<file path="src/rtl/msp_pkg.sv">
// ----------------------------------------------------------------------------
// msp_pkg: shared types for the MAC subheader parser
// Octet phase encoding and the packed result word.
// ----------------------------------------------------------------------------
package msp_pkg;

  localparam int unsigned LcidW  = 5;
  localparam int unsigned LenW   = 22;
  localparam int unsigned CountW = 16;

  localparam logic [CountW-1:0] CountMax = {CountW{1'b1}};

  // Which octet of the subheader is expected next
  typedef enum logic [1:0] {
    PH_LCID = 2'd0,
    PH_LEN1 = 2'd1,
    PH_LEN2 = 2'd2,
    PH_LEN3 = 2'd3
  } phase_t;

  typedef struct packed {
    logic [LcidW-1:0]  channel_id;
    logic [LenW-1:0]   payload_length;
    logic              last_subheader;
    logic [CountW-1:0] header_bytes;
  } result_t;

endpackage

</file>
<file path="src/rtl/msp_decode.sv">
// ----------------------------------------------------------------------------
// msp_decode: subheader octet decoder
// Holds the octet phase and partial fields; flags a completed subheader.
// ----------------------------------------------------------------------------
module msp_decode (
  input  logic             clk,
  input  logic             rst_n,
  input  logic             step,
  input  logic [7:0]       data_byte,
  output logic             emit,
  output msp_pkg::result_t result
);
  import msp_pkg::*;

  phase_t            phase_r, phase_nxt;
  logic [LcidW-1:0]  chan_r, chan_nxt;
  logic [LenW-1:0]   len_r, len_nxt;
  logic              final_r, final_nxt;
  logic [CountW-1:0] count_r, count_nxt;
  logic [CountW-1:0] count_inc;

  always_ff @(posedge clk) begin
    if (!rst_n) begin
      phase_r <= PH_LCID;
      count_r <= '0;
      final_r <= 1'b0;
    end else if (step) begin
      phase_r <= phase_nxt;
      count_r <= count_nxt;
      final_r <= final_nxt;
    end
  end

  // partial fields: always written before they are read
  always_ff @(posedge clk) begin
    if (step) begin
      chan_r <= chan_nxt;
      len_r  <= len_nxt;
    end
  end

  assign count_inc = (count_r == CountMax) ? CountMax : count_r + CountW'(1);

  always_comb begin
    phase_nxt = phase_r;
    chan_nxt  = chan_r;
    len_nxt   = len_r;
    final_nxt = final_r;
    count_nxt = count_inc;
    emit      = 1'b0;
    unique case (phase_r)
      PH_LCID: begin
        chan_nxt  = data_byte[LcidW-1:0];
        final_nxt = (data_byte[7:5] == 3'b000);
        len_nxt   = '0;
        phase_nxt = PH_LEN1;
      end
      PH_LEN1: begin
        len_nxt = {15'd0, data_byte[6:0]};
        if (data_byte[7]) phase_nxt = PH_LEN2;
        else              emit      = 1'b1;
      end
      PH_LEN2: begin
        len_nxt = len_r | {8'd0, data_byte[6:0], 7'd0};
        if (data_byte[7]) phase_nxt = PH_LEN3;
        else              emit      = 1'b1;
      end
      PH_LEN3: begin
        len_nxt = len_r | {data_byte, 14'd0};
        emit    = 1'b1;
      end
      default: begin
        phase_nxt = PH_LCID;
      end
    endcase
    if (emit) begin
      phase_nxt = PH_LCID;
      if (final_r) count_nxt = '0;
    end
  end

  assign result.channel_id     = chan_r;
  assign result.payload_length = len_nxt;
  assign result.last_subheader = final_r;
  assign result.header_bytes   = count_inc;

endmodule

</file>
<file path="src/rtl/msp_out_stage.sv">
// ----------------------------------------------------------------------------
// msp_out_stage: result register
// One-entry output register; takes a new word while the old one drains.
// ----------------------------------------------------------------------------
module msp_out_stage (
  input  logic             clk,
  input  logic             rst_n,
  input  logic             load,
  input  msp_pkg::result_t load_word,
  output logic             can_take,
  output logic             out_valid,
  input  logic             out_ready,
  output msp_pkg::result_t out_word
);
  import msp_pkg::*;

  logic    valid_r, valid_nxt;
  result_t word_r;

  assign can_take  = !valid_r || out_ready;
  assign valid_nxt = load ? 1'b1 : (valid_r && !out_ready);

  always_ff @(posedge clk) begin
    if (!rst_n) begin
      valid_r <= 1'b0;
    end else begin
      valid_r <= valid_nxt;
    end
  end

  always_ff @(posedge clk) begin
    if (load) begin
      word_r <= load_word;
    end
  end

  assign out_valid = valid_r;
  assign out_word  = word_r;

endmodule

</file>
<file path="src/rtl/mac_subheader_parser.sv">
// ----------------------------------------------------------------------------
// mac_subheader_parser: MAC PDU subheader decoder
// Byte-serial parser of R/R/E/LCID and F/L length octets.
// ----------------------------------------------------------------------------
// Usage:
//   Input channel (in_valid/in_ready/in_data_byte) carries one header octet
//   per word. Result channel (out_*) carries one word per completed
//   subheader: LCID, 7/14/22-bit length, last flag and the running header
//   octet count (saturating at 65535, cleared after a last subheader).
//   Octets that do not complete a subheader produce no result.
// Latency: a result appears on out_valid the cycle after its final octet
//   is accepted.
// Throughput: one octet per cycle while in_ready is high, set by the single
//   decode step between the phase registers and the result register.
// Stall: while a result waits and out_ready is low, in_ready drops; it
//   rises again in the same cycle that out_ready returns (the result
//   register is refilled as it drains).
// Reset: rst_n (synchronous, active low) returns the parser to expecting
//   the first octet of a new header with a zero count and no result held.
// ----------------------------------------------------------------------------
module mac_subheader_parser (
  input  logic        clk,
  input  logic        rst_n,
  input  logic        in_valid,
  output logic        in_ready,
  input  logic [7:0]  in_data_byte,
  output logic        out_valid,
  input  logic        out_ready,
  output logic [4:0]  out_channel_id,
  output logic [21:0] out_payload_length,
  output logic        out_last_subheader,
  output logic [15:0] out_header_bytes
);
  import msp_pkg::*;

  logic    in_fire;
  logic    dec_emit;
  logic    can_take;
  result_t dec_word;
  result_t out_word;

  // octet accepted whenever the result register has room
  assign in_ready = can_take;
  assign in_fire  = in_valid && in_ready;

  msp_decode u_decode (
    .clk       (clk),
    .rst_n     (rst_n),
    .step      (in_fire),
    .data_byte (in_data_byte),
    .emit      (dec_emit),
    .result    (dec_word)
  );

  msp_out_stage u_out (
    .clk       (clk),
    .rst_n     (rst_n),
    .load      (in_fire && dec_emit),
    .load_word (dec_word),
    .can_take  (can_take),
    .out_valid (out_valid),
    .out_ready (out_ready),
    .out_word  (out_word)
  );

  assign out_channel_id     = out_word.channel_id;
  assign out_payload_length = out_word.payload_length;
  assign out_last_subheader = out_word.last_subheader;
  assign out_header_bytes   = out_word.header_bytes;

  // every subheader is at least two octets
  a_min_count: assert property (@(posedge clk) disable iff (!rst_n)
    out_valid |-> (out_header_bytes >= 16'd2))
    else $error("header byte count below two on a result");

  // a completed subheader always lands in the result register
  a_result_lands: assert property (@(posedge clk) disable iff (!rst_n)
    (in_fire && dec_emit) |=> out_valid)
    else $error("completed subheader lost");

  // a held, stalled result must not be overwritten
  a_no_overwrite: assert property (@(posedge clk) disable iff (!rst_n)
    (out_valid && !out_ready) |-> !in_ready)
    else $error("input accepted while result stalled");

endmodule
</file>
<file path="config.mk">
export PLATFORM = sky130hd
export DESIGN_NAME = mac_subheader_parser
export DESIGN_NICKNAME = d
export VERILOG_FILES = /design/src/rtl/msp_pkg.sv /design/src/rtl/msp_decode.sv /design/src/rtl/msp_out_stage.sv /design/src/rtl/mac_subheader_parser.sv
export SDC_FILE = /design/constraint.sdc
export NUM_CORES = 1
export LEC_CHECK = 0
export BUFFER_PORTS_ARGS = -buffer_cell sky130_fd_sc_hd__buf_2
export CORE_MARGIN = 3
export CORE_UTILIZATION = 53
export CTS_BUF_LIST = sky130_fd_sc_hd__clkbuf_8
export CTS_CLUSTER_SIZE = 8
export DETAILED_ROUTE_END_ITERATION = 10
export PLACE_DENSITY = 0.86
export SETUP_SLACK_MARGIN = 0.2
export SYNTH_ARGS = -nofsm -noshare
export SYNTH_HDL_FRONTEND = slang
export SYNTH_SLANG_ARGS = --single-unit
</file>
<file path="constraint.sdc">
create_clock -name clk -period 3.4 [get_ports clk]
set_clock_uncertainty 0.05 [all_clocks]
set_input_delay 0.51 -clock clk [delete_from_list [all_inputs] [get_ports clk]]
set_output_delay 0.51 -clock clk [all_outputs]
set_load 0.05 [all_outputs]
</file>
After elaboration in Yosys (flattened, before gate mapping)
Index checks and enable logic that the tools add are counted.

word-level totals
  register bits = 91
  latch bits = 0
  RAM bits = 0
  ROM bits = 0
  input bits = 12
  output and inout bits = 46
  word-level logic and storage cells = 42
  memories kept = 0

cells by class
  add/subtract/negate cells = 1
  $mul = 0
  divide/modulo/power cells = 0
  $lt $le $gt $ge = 0
  equal/unequal tests = 6
  shift-type cells = 0
  multiplexer cells = 11
  bitwise operators = 2
  reductions and logical operators = 12

operators by type and width
  kind                     count
  $pmux W22 S4             1
  $mux W16                 3
  $or A22 B14 Y22          1
  $or A22 B22 Y22          1
  $add A16 B1 Y16 const B  1
  $eq A16 B16 Y1 const B   1
  $mux W2                  3
  $ne A3 B3 Y1 const B     2
  $pmux W2 S3              1
  $eq A2 B2 Y1 const B     2
  $reduce_and A4 Y1        1
  $reduce_bool A4 Y1       1
  $logic_and A1 B1 Y1      3
  $logic_not A3 Y1         1
  $eq A2 B1 Y1 const B     1
  $logic_not A1 Y1         2
  $logic_not A2 Y1         1
  $mux W1                  2
  $pmux W1 S2              1
  $reduce_and A2 Y1        1
  $reduce_or A2 Y1         1
  $logic_or A1 B1 Y1       1

Logic depth before layout (Yosys ltp)
Gate-level depths: netlist of the first run.

  depth after elaboration = 5
  gate-level depth with buffers = 8
  depth with buffers taken out = 6

Cells and area by module
A second synthesis of the first run with hierarchy kept.

second synthesis, totals
  cell total of the unflattened synthesis = 313
  area total of the unflattened synthesis = 3,895.0 um^2

modules (own cells, without submodules)
  module                instances  cells an instance  area an instance (um^2)  seq. area each (um^2)
  msp_decode            1          263                2,512.4                  1,191.1
  msp_out_stage         1          48                 1,370.1                  1,341.3
  mac_subheader_parser  1          2                  12.5                     0.0

Least setup slack after synthesis of the first run
OpenSTA, ideal clock, no wires.

  path type = in2reg
  from = in out_ready
  to = reg u_out.word_r (netlist bit u_out.out_word[0]) (enable)
  data arrival time = 3.308 ns
  data required time = 2.905 ns
  slack = -0.404 ns
  cell stages on the path = 4
  cells stage by stage = nand2b_1 nand2_1 clkbuf_1 nor2_1

between the ends
  longest elaborated chain between the ends = 3

RTL lines
  element                 RTL line                    RTL
  start: declaration      mac_subheader_parser.sv:28  input logic out_ready,
  $logic_or A1 B1 Y1      msp_out_stage.sv:20         assign can_take = !valid_r || out_ready;
  $logic_and A1 B1 Y1     mac_subheader_parser.sv:44  assign in_fire = in_valid && in_ready;
  $logic_and A1 B1 Y1     mac_subheader_parser.sv:58  .load (in_fire && dec_emit),
  named net u_out.load    msp_out_stage.sv:8          input logic load,
  end signal: assignment  msp_out_stage.sv:33         word_r <= load_word;
  end: declaration        msp_out_stage.sv:18         result_t word_r;

The timed path passes the listed nets, and every way through them passes these cells.
A chain may end at the register's enable or synchronous reset.

Final worst setup path of the first run
  from = reg u_decode.count_r[0]
  to = reg u_decode.count_r[3]

between the ends
  longest elaborated chain between the ends = 4
  elaborated cells between the ends (all ways) = 5

RTL lines
  element                                            RTL line          RTL
  start: declaration                                 msp_decode.sv:19  logic [CountW-1:0] count_r, count_nxt;
  start signal: assignment                           msp_decode.sv:29  count_r <= count_nxt;
  $add A16 B1 Y16 or $eq A16 B16 Y1 (tied branches)  msp_decode.sv:42  assign count_inc = (count_r == CountMax) ? CountMax : count_r + CountW'(1);
  $mux W16 (*)                                       msp_decode.sv:42
  $mux W16                                           msp_decode.sv:78  if (final_r) count_nxt = '0;
  $mux W16 (*)                                       msp_decode.sv:76  if (emit) begin

Every way passes the cells marked *; elsewhere a longest branch is shown, timed or not.

==> results of run 1 <==
-- registers in the layout, summed over array words and instances, names as in the netlist --
register,count
u_out.out_word,44
u_decode.count_r,16
u_decode.phase_r,2
u_out.out_valid,1
u_decode.final_r,1
u_decode.chan_r,5
u_decode.len_r,22
-- logic make-up after synthesis --
group,after synthesis
DFF,91
AOI/OAI and AO/OA,74
muxes,4
buffers and inverters,31
xor gates and xnor gates,9
adders and majority gates,5
and+or+nand+nor,81
-- synthesized netlist by cell type, drive strengths merged, types with 4 or more instances --
master and n:
edfxtp 71, nor2 30, a21oi 25, dfxtp 20, nand2 19, clkbuf 14
inv 11, o21ai 10, a22o 7, nor3 7, xnor2 7, a211oi 5
buf 5, ha 5, nand4 5, a31o 4, a31oi 4, nand3 4
-- stage by stage --
step / hold WS [ns] / cell area, sq um / setup slack, ns / util [%]
floorplan: 0.350 / 3760 / 0.325 / -
global placement: 0.350 / 4120 / 1.10 / 60.4
detailed placement: 0.355 / 4120 / 0.994 / 60.4
CTS: 0.309 / 4310 / 0.969 / 63.0
global route: 0.311 / 4310 / 0.730 / 63.0
finish: 0.317 / 4310 / 0.921 / 63.0
-- power groups by stage --
stage / registers, uW / logic [uW] / clock network, uW
global placement: 1350 / 397 / 0
CTS: 1330 / 418 / 688
global route: 1340 / 450 / 736
finish: 1330 / 420 / 680
detailed placement: 1360 / 416 / 0
floorplan: 1450 / 204 / 0
-- worst paths after layout --
path | startpoint | endpoint | slack [ns] | cells past startpoint
setup / recovery | u_decode.count_r[0]$_SDFFE_PN0N_ | u_decode.count_r[3]$_SDFFE_PN0N_ | 0.92 | 5
setup reg to reg | u_decode.count_r[0]$_SDFFE_PN0N_ | u_decode.count_r[3]$_SDFFE_PN0N_ | 0.92 | 5
hold reg to reg | u_decode.chan_r[3]$_DFFE_PP_ | u_out.out_word[42]$_DFFE_PP_ | 0.38 | 0
hold / removal | in_data_byte[2] | u_decode.chan_r[2]$_DFFE_PP_ | 0.32 | 1
-- per-layer routing --
metal / share of wire [%] / vias up / wire (um)
li1: - / 1214 / -
met3: 5.6 / 15 / 415
met2: 48 / 109 / 3570
met5: 0 / - / 0
met4: 1.8 / 0 / 136
met1: 45 / 1228 / 3310
-- area by class of cell --
type	count	area, sq um	share of cell area, %
Sequential cell	91	2530	58.8
Multi-Input combinational cell	173	1110	25.7
Timing Repair Buffer	60	320	7.44
Clock buffer	9	124	2.88
Tap cell	96	120	2.79
Clock inverter	7	57.6	1.34
Inverter	12	45.0	1.05
-- worst reg2reg max path, cell delays in order (launching register included) --
cell and delay (ns):
dfxtp_1 0.43, ha_1 0.28, nand3_2 0.21, nor4_1 0.82, nor2_1 0.24, a221oi_1 0.37
==> results.md, run 1 <==
- Crit path max fanout: 9
- CP top delay family: simple AND/OR/NAND/NOR gates
- Sw power: 740 uW
- Post-route ant nets: 0
- Status: completed
- HPWL after DPL: 4980 um
- Area Overhead vs Synth: 14.5%
- Initial antenna violation count: 0
- Setup crit end kind: register
- GRT busiest layer: met2
- Clock transition at path regs: 0.10 ns
- Routed len/inst: 16.6 um
- Sequential share of the synthesized area: 67.3%
- CTS Sinks: 91
- DR iter-0 viols: 247
- Peak VDD IR: 0.384 mV
- RePlAce Congestion: 0.861
- Final Hold Viols: 0
- DRT Pass-1 Iters: 5
- Cell area after synthesis: 0.00376 sq mm
- Crit Path Category: reg -> reg
- Required time of the critical path: 3.61 ns
- Synth warn: 0
- Post-synth ARST share: 0%
- Global-route wire length before repair: 12300 um
- Final setup fails: 0
- FP Rows: 30
- Critical-path top delay cell: nor4_1
- Final min period: 2.48 ns
- Logic gate share of total power: 17.3%
- GRT met3 Usage: 3.18%
- Clk root buf: clkbuf_8
- Hold_buf cts: 0
- Dpl cells: 432
- Buffer and inverter count on the worst path: 0
- Adder-cell share of the synthesized area: 1.66%
- Yosys top cell by area: edfxtp_1
- Syn_area_per_cell: 12.7 sq um
- Crit path DAT: 2.69 ns
- CTS Buf Count: 9
- Slew @ Worst Pin: 0.872 ns
- Fmax: 403 MHz
- Worst min path class: in -> reg
- Most frequent cells in the layout: edfxtp_1, buf_2, nor2_1, a21oi_1, dfxtp_1
- Number of diodes: 0
- CP cell instances: ha_1 -> nand3_2 -> nor4_1 -> nor2_1 -> a221oi_1
- Nets: 364
- Most common cell after layout, fill and taps aside: edfxtp_1
- Synthesized instance count: 295
- Final Cycle Share: 72.9%
- Syn nets: 312
- Post-CTS sizing: 0
- GR Layer Usage met1: 25.9%
- Mux contribution to synthesized area: 1.10%
- Largest family of logic cells by synthesized area: compound AO/OA/AOI/OAI gates
- Clock power frac: 28.0%
- #FFs+latches synth: 91
- RSZ-0062 raised after global routing: false
- Power Total: 2430 uW
- Cell Pwr Density: 565 mW/mm^2
- Drt via density: 5.73
- Post-synthesis xor/xnor area fraction: 2.10%
- Die height: 90.2 um
- Synth unique cells: 49
- Power Internal: 1690 uW
- CTS tree: built
- Max-slew headroom: 41.3%
- Area fraction of the dominant cell type after synthesis: 56.7%
- Primary FF master, synth: edfxtp_1
- Die area: 0.00814 sq mm
- Post-synth EDFFs: 71
- Max Buffers Root-to-Sink: 2
- Lkg Pwr: 0.00159 uW
- Vias in the first global route: 2473
- Compound-Gate Fraction of Synth Area: 13.6%
- Die X: 90.2 um
- Grt met2 use: 29.0%
- Synth area leaders: edfxtp_1, dfxtp_1, a21oi_1
- Drt drc: 0
- Switching Share: 30.4%
- Post-CTS Repair Setup Buffers: 0
- Final-layout fill cell count: 535
- Via count: 2566
- Startpoint types: register
- Max incr delay on CP: 0.81 ns
- Simple-Gate Fraction of Synth Area: 10.7%
- Largest net degree at the start of global routing: 29
- Worst-Skew Late Latency: 0.36 ns
- Total GRT Usage: 18.8%
- Buffers on Ports: 57
- Final WL: 7430 um
- H-tree depth: 3
- GRT overflow: 0
- Initial Util: 55.1%
- Non-filler instance count after layout: 448
- Sequential power share: 54.8%
- Io pins: 58
- Core box area: 0.00683 sq mm
- Maxcap violations: 0
- Setup TNS Final: 0 ns
- Max Transition Viols Final: 0
- Layout cell share with drive strength beyond 1: 24.7%
Note: power is estimated with default switching activity, not from simulation.
==> run 2: changes to the inputs <==
--- a/config.mk
+++ b/config.mk
@@ -7,11 +7,11 @@
 export LEC_CHECK = 0
 export BUFFER_PORTS_ARGS = -buffer_cell sky130_fd_sc_hd__buf_2
 export CORE_MARGIN = 3
-export CORE_UTILIZATION = 53
+export CORE_UTILIZATION = 58
 export CTS_BUF_LIST = sky130_fd_sc_hd__clkbuf_8
 export CTS_CLUSTER_SIZE = 8
 export DETAILED_ROUTE_END_ITERATION = 10
-export PLACE_DENSITY = 0.86
+export PLACE_DENSITY = 0.89
 export SETUP_SLACK_MARGIN = 0.2
 export SYNTH_ARGS = -nofsm -noshare
 export SYNTH_HDL_FRONTEND = slang
==> constraint.sdc (replaced) <==
create_clock -name clk -period 2.39 [get_ports clk]
set_clock_uncertainty 0.05 [all_clocks]
set_input_delay 0.3585 -clock clk [delete_from_list [all_inputs] [get_ports clk]]
set_output_delay 0.3585 -clock clk [all_outputs]
set_load 0.05 [all_outputs]
==> run 2 against run 1 <==
Compared with the run above: sequential cell count is the same; combinational power grew 45%; non-clock buffer count grew 10; global-route usage increased by 1.6 points; clock-buffer cell count unchanged; final cell count is 2.2% lower; critical path type unchanged; critical endpoint is now u_decode.count_r[15]$_SDFFE_PN0N_.
==> results.md, run 2 (synthesized netlist as in run 1, its figures left out) <==
- Io pins: 58 (unchanged)
- Setup crit end kind: register
- H-tree depth: 3 (unchanged)
- CTS Sinks: 91 (unchanged)
- Max-slew headroom: 56.1% (+15 points)
- CP endpoint: u_decode.count_r[15]$_SDFFE_PN0N_
- Via count: 2662 (+3.7%)
- Final WL: 7740 um (+4.2%)
- Number of diodes: 0 (unchanged)
- CP top delay family: simple AND/OR/NAND/NOR gates
- Cell Pwr Density: 802 mW/mm^2 (+42%)
- Drt drc: 0 (unchanged)
- Peak VDD IR: 0.496 mV (+29%)
- CTS tree: built
- Clock transition at path regs: 0.09 ns (about the same)
- Final instance area: 0.00441 sq mm (+2.5%)
- Most common cell after layout, fill and taps aside: edfxtp_1
- Nets: 375 (+3.0%)
- DRT Pass-1 Iters: 5 (unchanged)
- Fmax: 479 MHz (+19%)
- Hold_buf cts: 0 (unchanged)
- FP Rows: 28 (-6.7%)
- Startpoint types: register
- Power Total: 3540 uW (+46%)
- Final setup fails: 0 (unchanged)
- RSZ-0062 raised after global routing: false
- Die height: 86.5 um (-4.1%)
- CP Depth: 4 (-1)
- Final min period: 2.09 ns (-0.393 ns)
- Reg2Reg Capture Point: u_decode.count_r[15]$_SDFFE_PN0N_
- Die X: 86.5 um (-4.1%)
- Lkg Pwr: 0.00166 uW (+4.2%)
- Largest register FFs: 44 (unchanged)
- Reg-to-Reg Start: u_decode.count_r[4]$_SDFFE_PN0N_
- Crit Path Category: reg -> reg
- Placed Instance Area: 0.00419 sq mm (+1.6%)
- Drt via density: 6.08 (+6.1%)
- DR iter-0 viols: 309 (+25%)
- Routed len/inst: 17.7 um (+6.6%)
- Vias in the first global route: 2353 (-4.9%)
- Area Overhead vs Synth: 17.4%
- Maxcap violations: 0 (unchanged)
- Clk root buf: clkbuf_8
- Fin util: 72.4% (+9.4 points)
- Max Transition Viols Final: 0 (unchanged)
- Largest net degree at the start of global routing: 37 (+28%)
- CP cell instances: nand4_4 -> or4_4 -> a31o_2 -> a221oi_1
- Worst R2R Setup Slack: 0.30 ns (-0.62 ns)
- Total GRT Usage: 20.4% (+1.6 points)
- Max Buffers Root-to-Sink: 2 (unchanged)
- Core box area: 0.00610 sq mm (-11%)
- Slew @ Worst Pin: 0.653 ns (-0.219 ns)
- Final Cycle Share: 87.3% (+14 points)
- Critical-path top delay cell: or4_4
- Max incr delay on CP: 0.65 ns (-0.16 ns)
- Buffer and inverter count on the worst path: 0 (unchanged)
- Setup TNS Final: 0 ns (unchanged)
- Status: completed
- Final Hold Viols: 0 (unchanged)
- Post-route ant nets: 0 (unchanged)
- RePlAce Congestion: 0.887 (+3.1%)
- Worst-Skew Late Latency: 0.36 ns (about the same)
- Worst min path class: in -> reg
- Hold Worst Slack: 0.175 ns (-0.142 ns)
- Final-layout fill cell count: 400 (-25%)
- Buffers on Ports: 57 (unchanged)
- HPWL after DPL: 5110 um (+2.6%)
- Crit path DAT: 2.30 ns (-0.39 ns)
- Required time of the critical path: 2.60 ns (-1.01 ns)
- CTS Buf Count: 9 (unchanged)
- Layout cell share with drive strength beyond 1: 28.9% (+4.2 points)
- R2R depth: 4 (-1)
- Global-route wire length before repair: 11700 um (-4.8%)
- Crit path max fanout: 11 (+2)
- Die area: 0.00749 sq mm (-8.1%)
- Initial Util: 61.7% (+6.6 points)
- GRT overflow: 0 (unchanged)
- Crit. Startpoint: u_decode.count_r[4]$_SDFFE_PN0N_
- Most frequent cells in the layout: edfxtp_1, buf_2, nor2_1, a21oi_1, nand2_1
- Initial antenna violation count: 0 (unchanged)
## run 2: power breakdown
group | internal [uW] | switching [uW] | leakage [uW]
clock network | 488 | 542 | 0.0000976
registers | 1850 | 48.9 | 0.000845
logic | 174 | 435 | 0.000720
total | 2510 | 1030 | 0.00166
## run 2: worst min-delay path by stage
| stage | startpoint | endpoint | cells after the start |
|---|---|---|---|
| 2_1_floorplan | u_decode.chan_r[0]$_DFFE_PP_ | u_out.out_word[39]$_DFFE_PP_ | 0 |
| 3_3_place_gp | u_decode.chan_r[0]$_DFFE_PP_ | u_out.out_word[39]$_DFFE_PP_ | 0 |
| 3_5_place_dp | u_decode.chan_r[2]$_DFFE_PP_ | u_out.out_word[41]$_DFFE_PP_ | 0 |
| 4_1_cts | in_data_byte[2] | u_decode.chan_r[2]$_DFFE_PP_ | 1 |
| 5_1_grt | in_data_byte[1] | u_decode.chan_r[1]$_DFFE_PP_ | 1 |
| 6_report | in_data_byte[0] | u_decode.chan_r[0]$_DFFE_PP_ | 1 |
## run 2: final cells by class
cell class | count | area (sq um) | area share (%)
Sequential cell | 91 | 2540 | 57.5
Multi-Input combinational cell | 174 | 1130 | 25.6
Timing Repair Buffer | 70 | 408 | 9.24
Clock buffer | 9 | 124 | 2.81
Tap cell | 75 | 93.8 | 2.13
Clock inverter | 7 | 75.1 | 1.70
Inverter | 12 | 45.0 | 1.02
## run 2: stage by stage
stage          cells  worst slack, ns
2_1_floorplan    295            0.215
3_3_place_gp     420            0.283
3_5_place_dp     420            0.183
4_1_cts          436            0.253
5_1_grt          438            0.202
6_report         438            0.304
## run 2: timing repair
item | in CTS | in global routing
cloned | 0 | 1
pin swaps | 1 | 2
gates resized for setup | 0 | 3
buffers inserted | 0 | 1
setup endpoints to repair | 1 | 7
## run 2: per-layer routing
metal,routed length (um),track usage (%),part of all wire (%),vias up
li1,-,-,-,1236
met4,129,9.07,1.7,0
met2,3750,31.5,48,113
met1,3330,28.2,43,1297
met3,533,4.28,6.9,16
met5,0,0,0,-
## run 2: worst register-to-register path: stages, from the launching register on
cell,delay (ns)
dfxtp_1,0.51
nand4_4,0.22
or4_4,0.66
a31o_2,0.26
a221oi_1,0.28
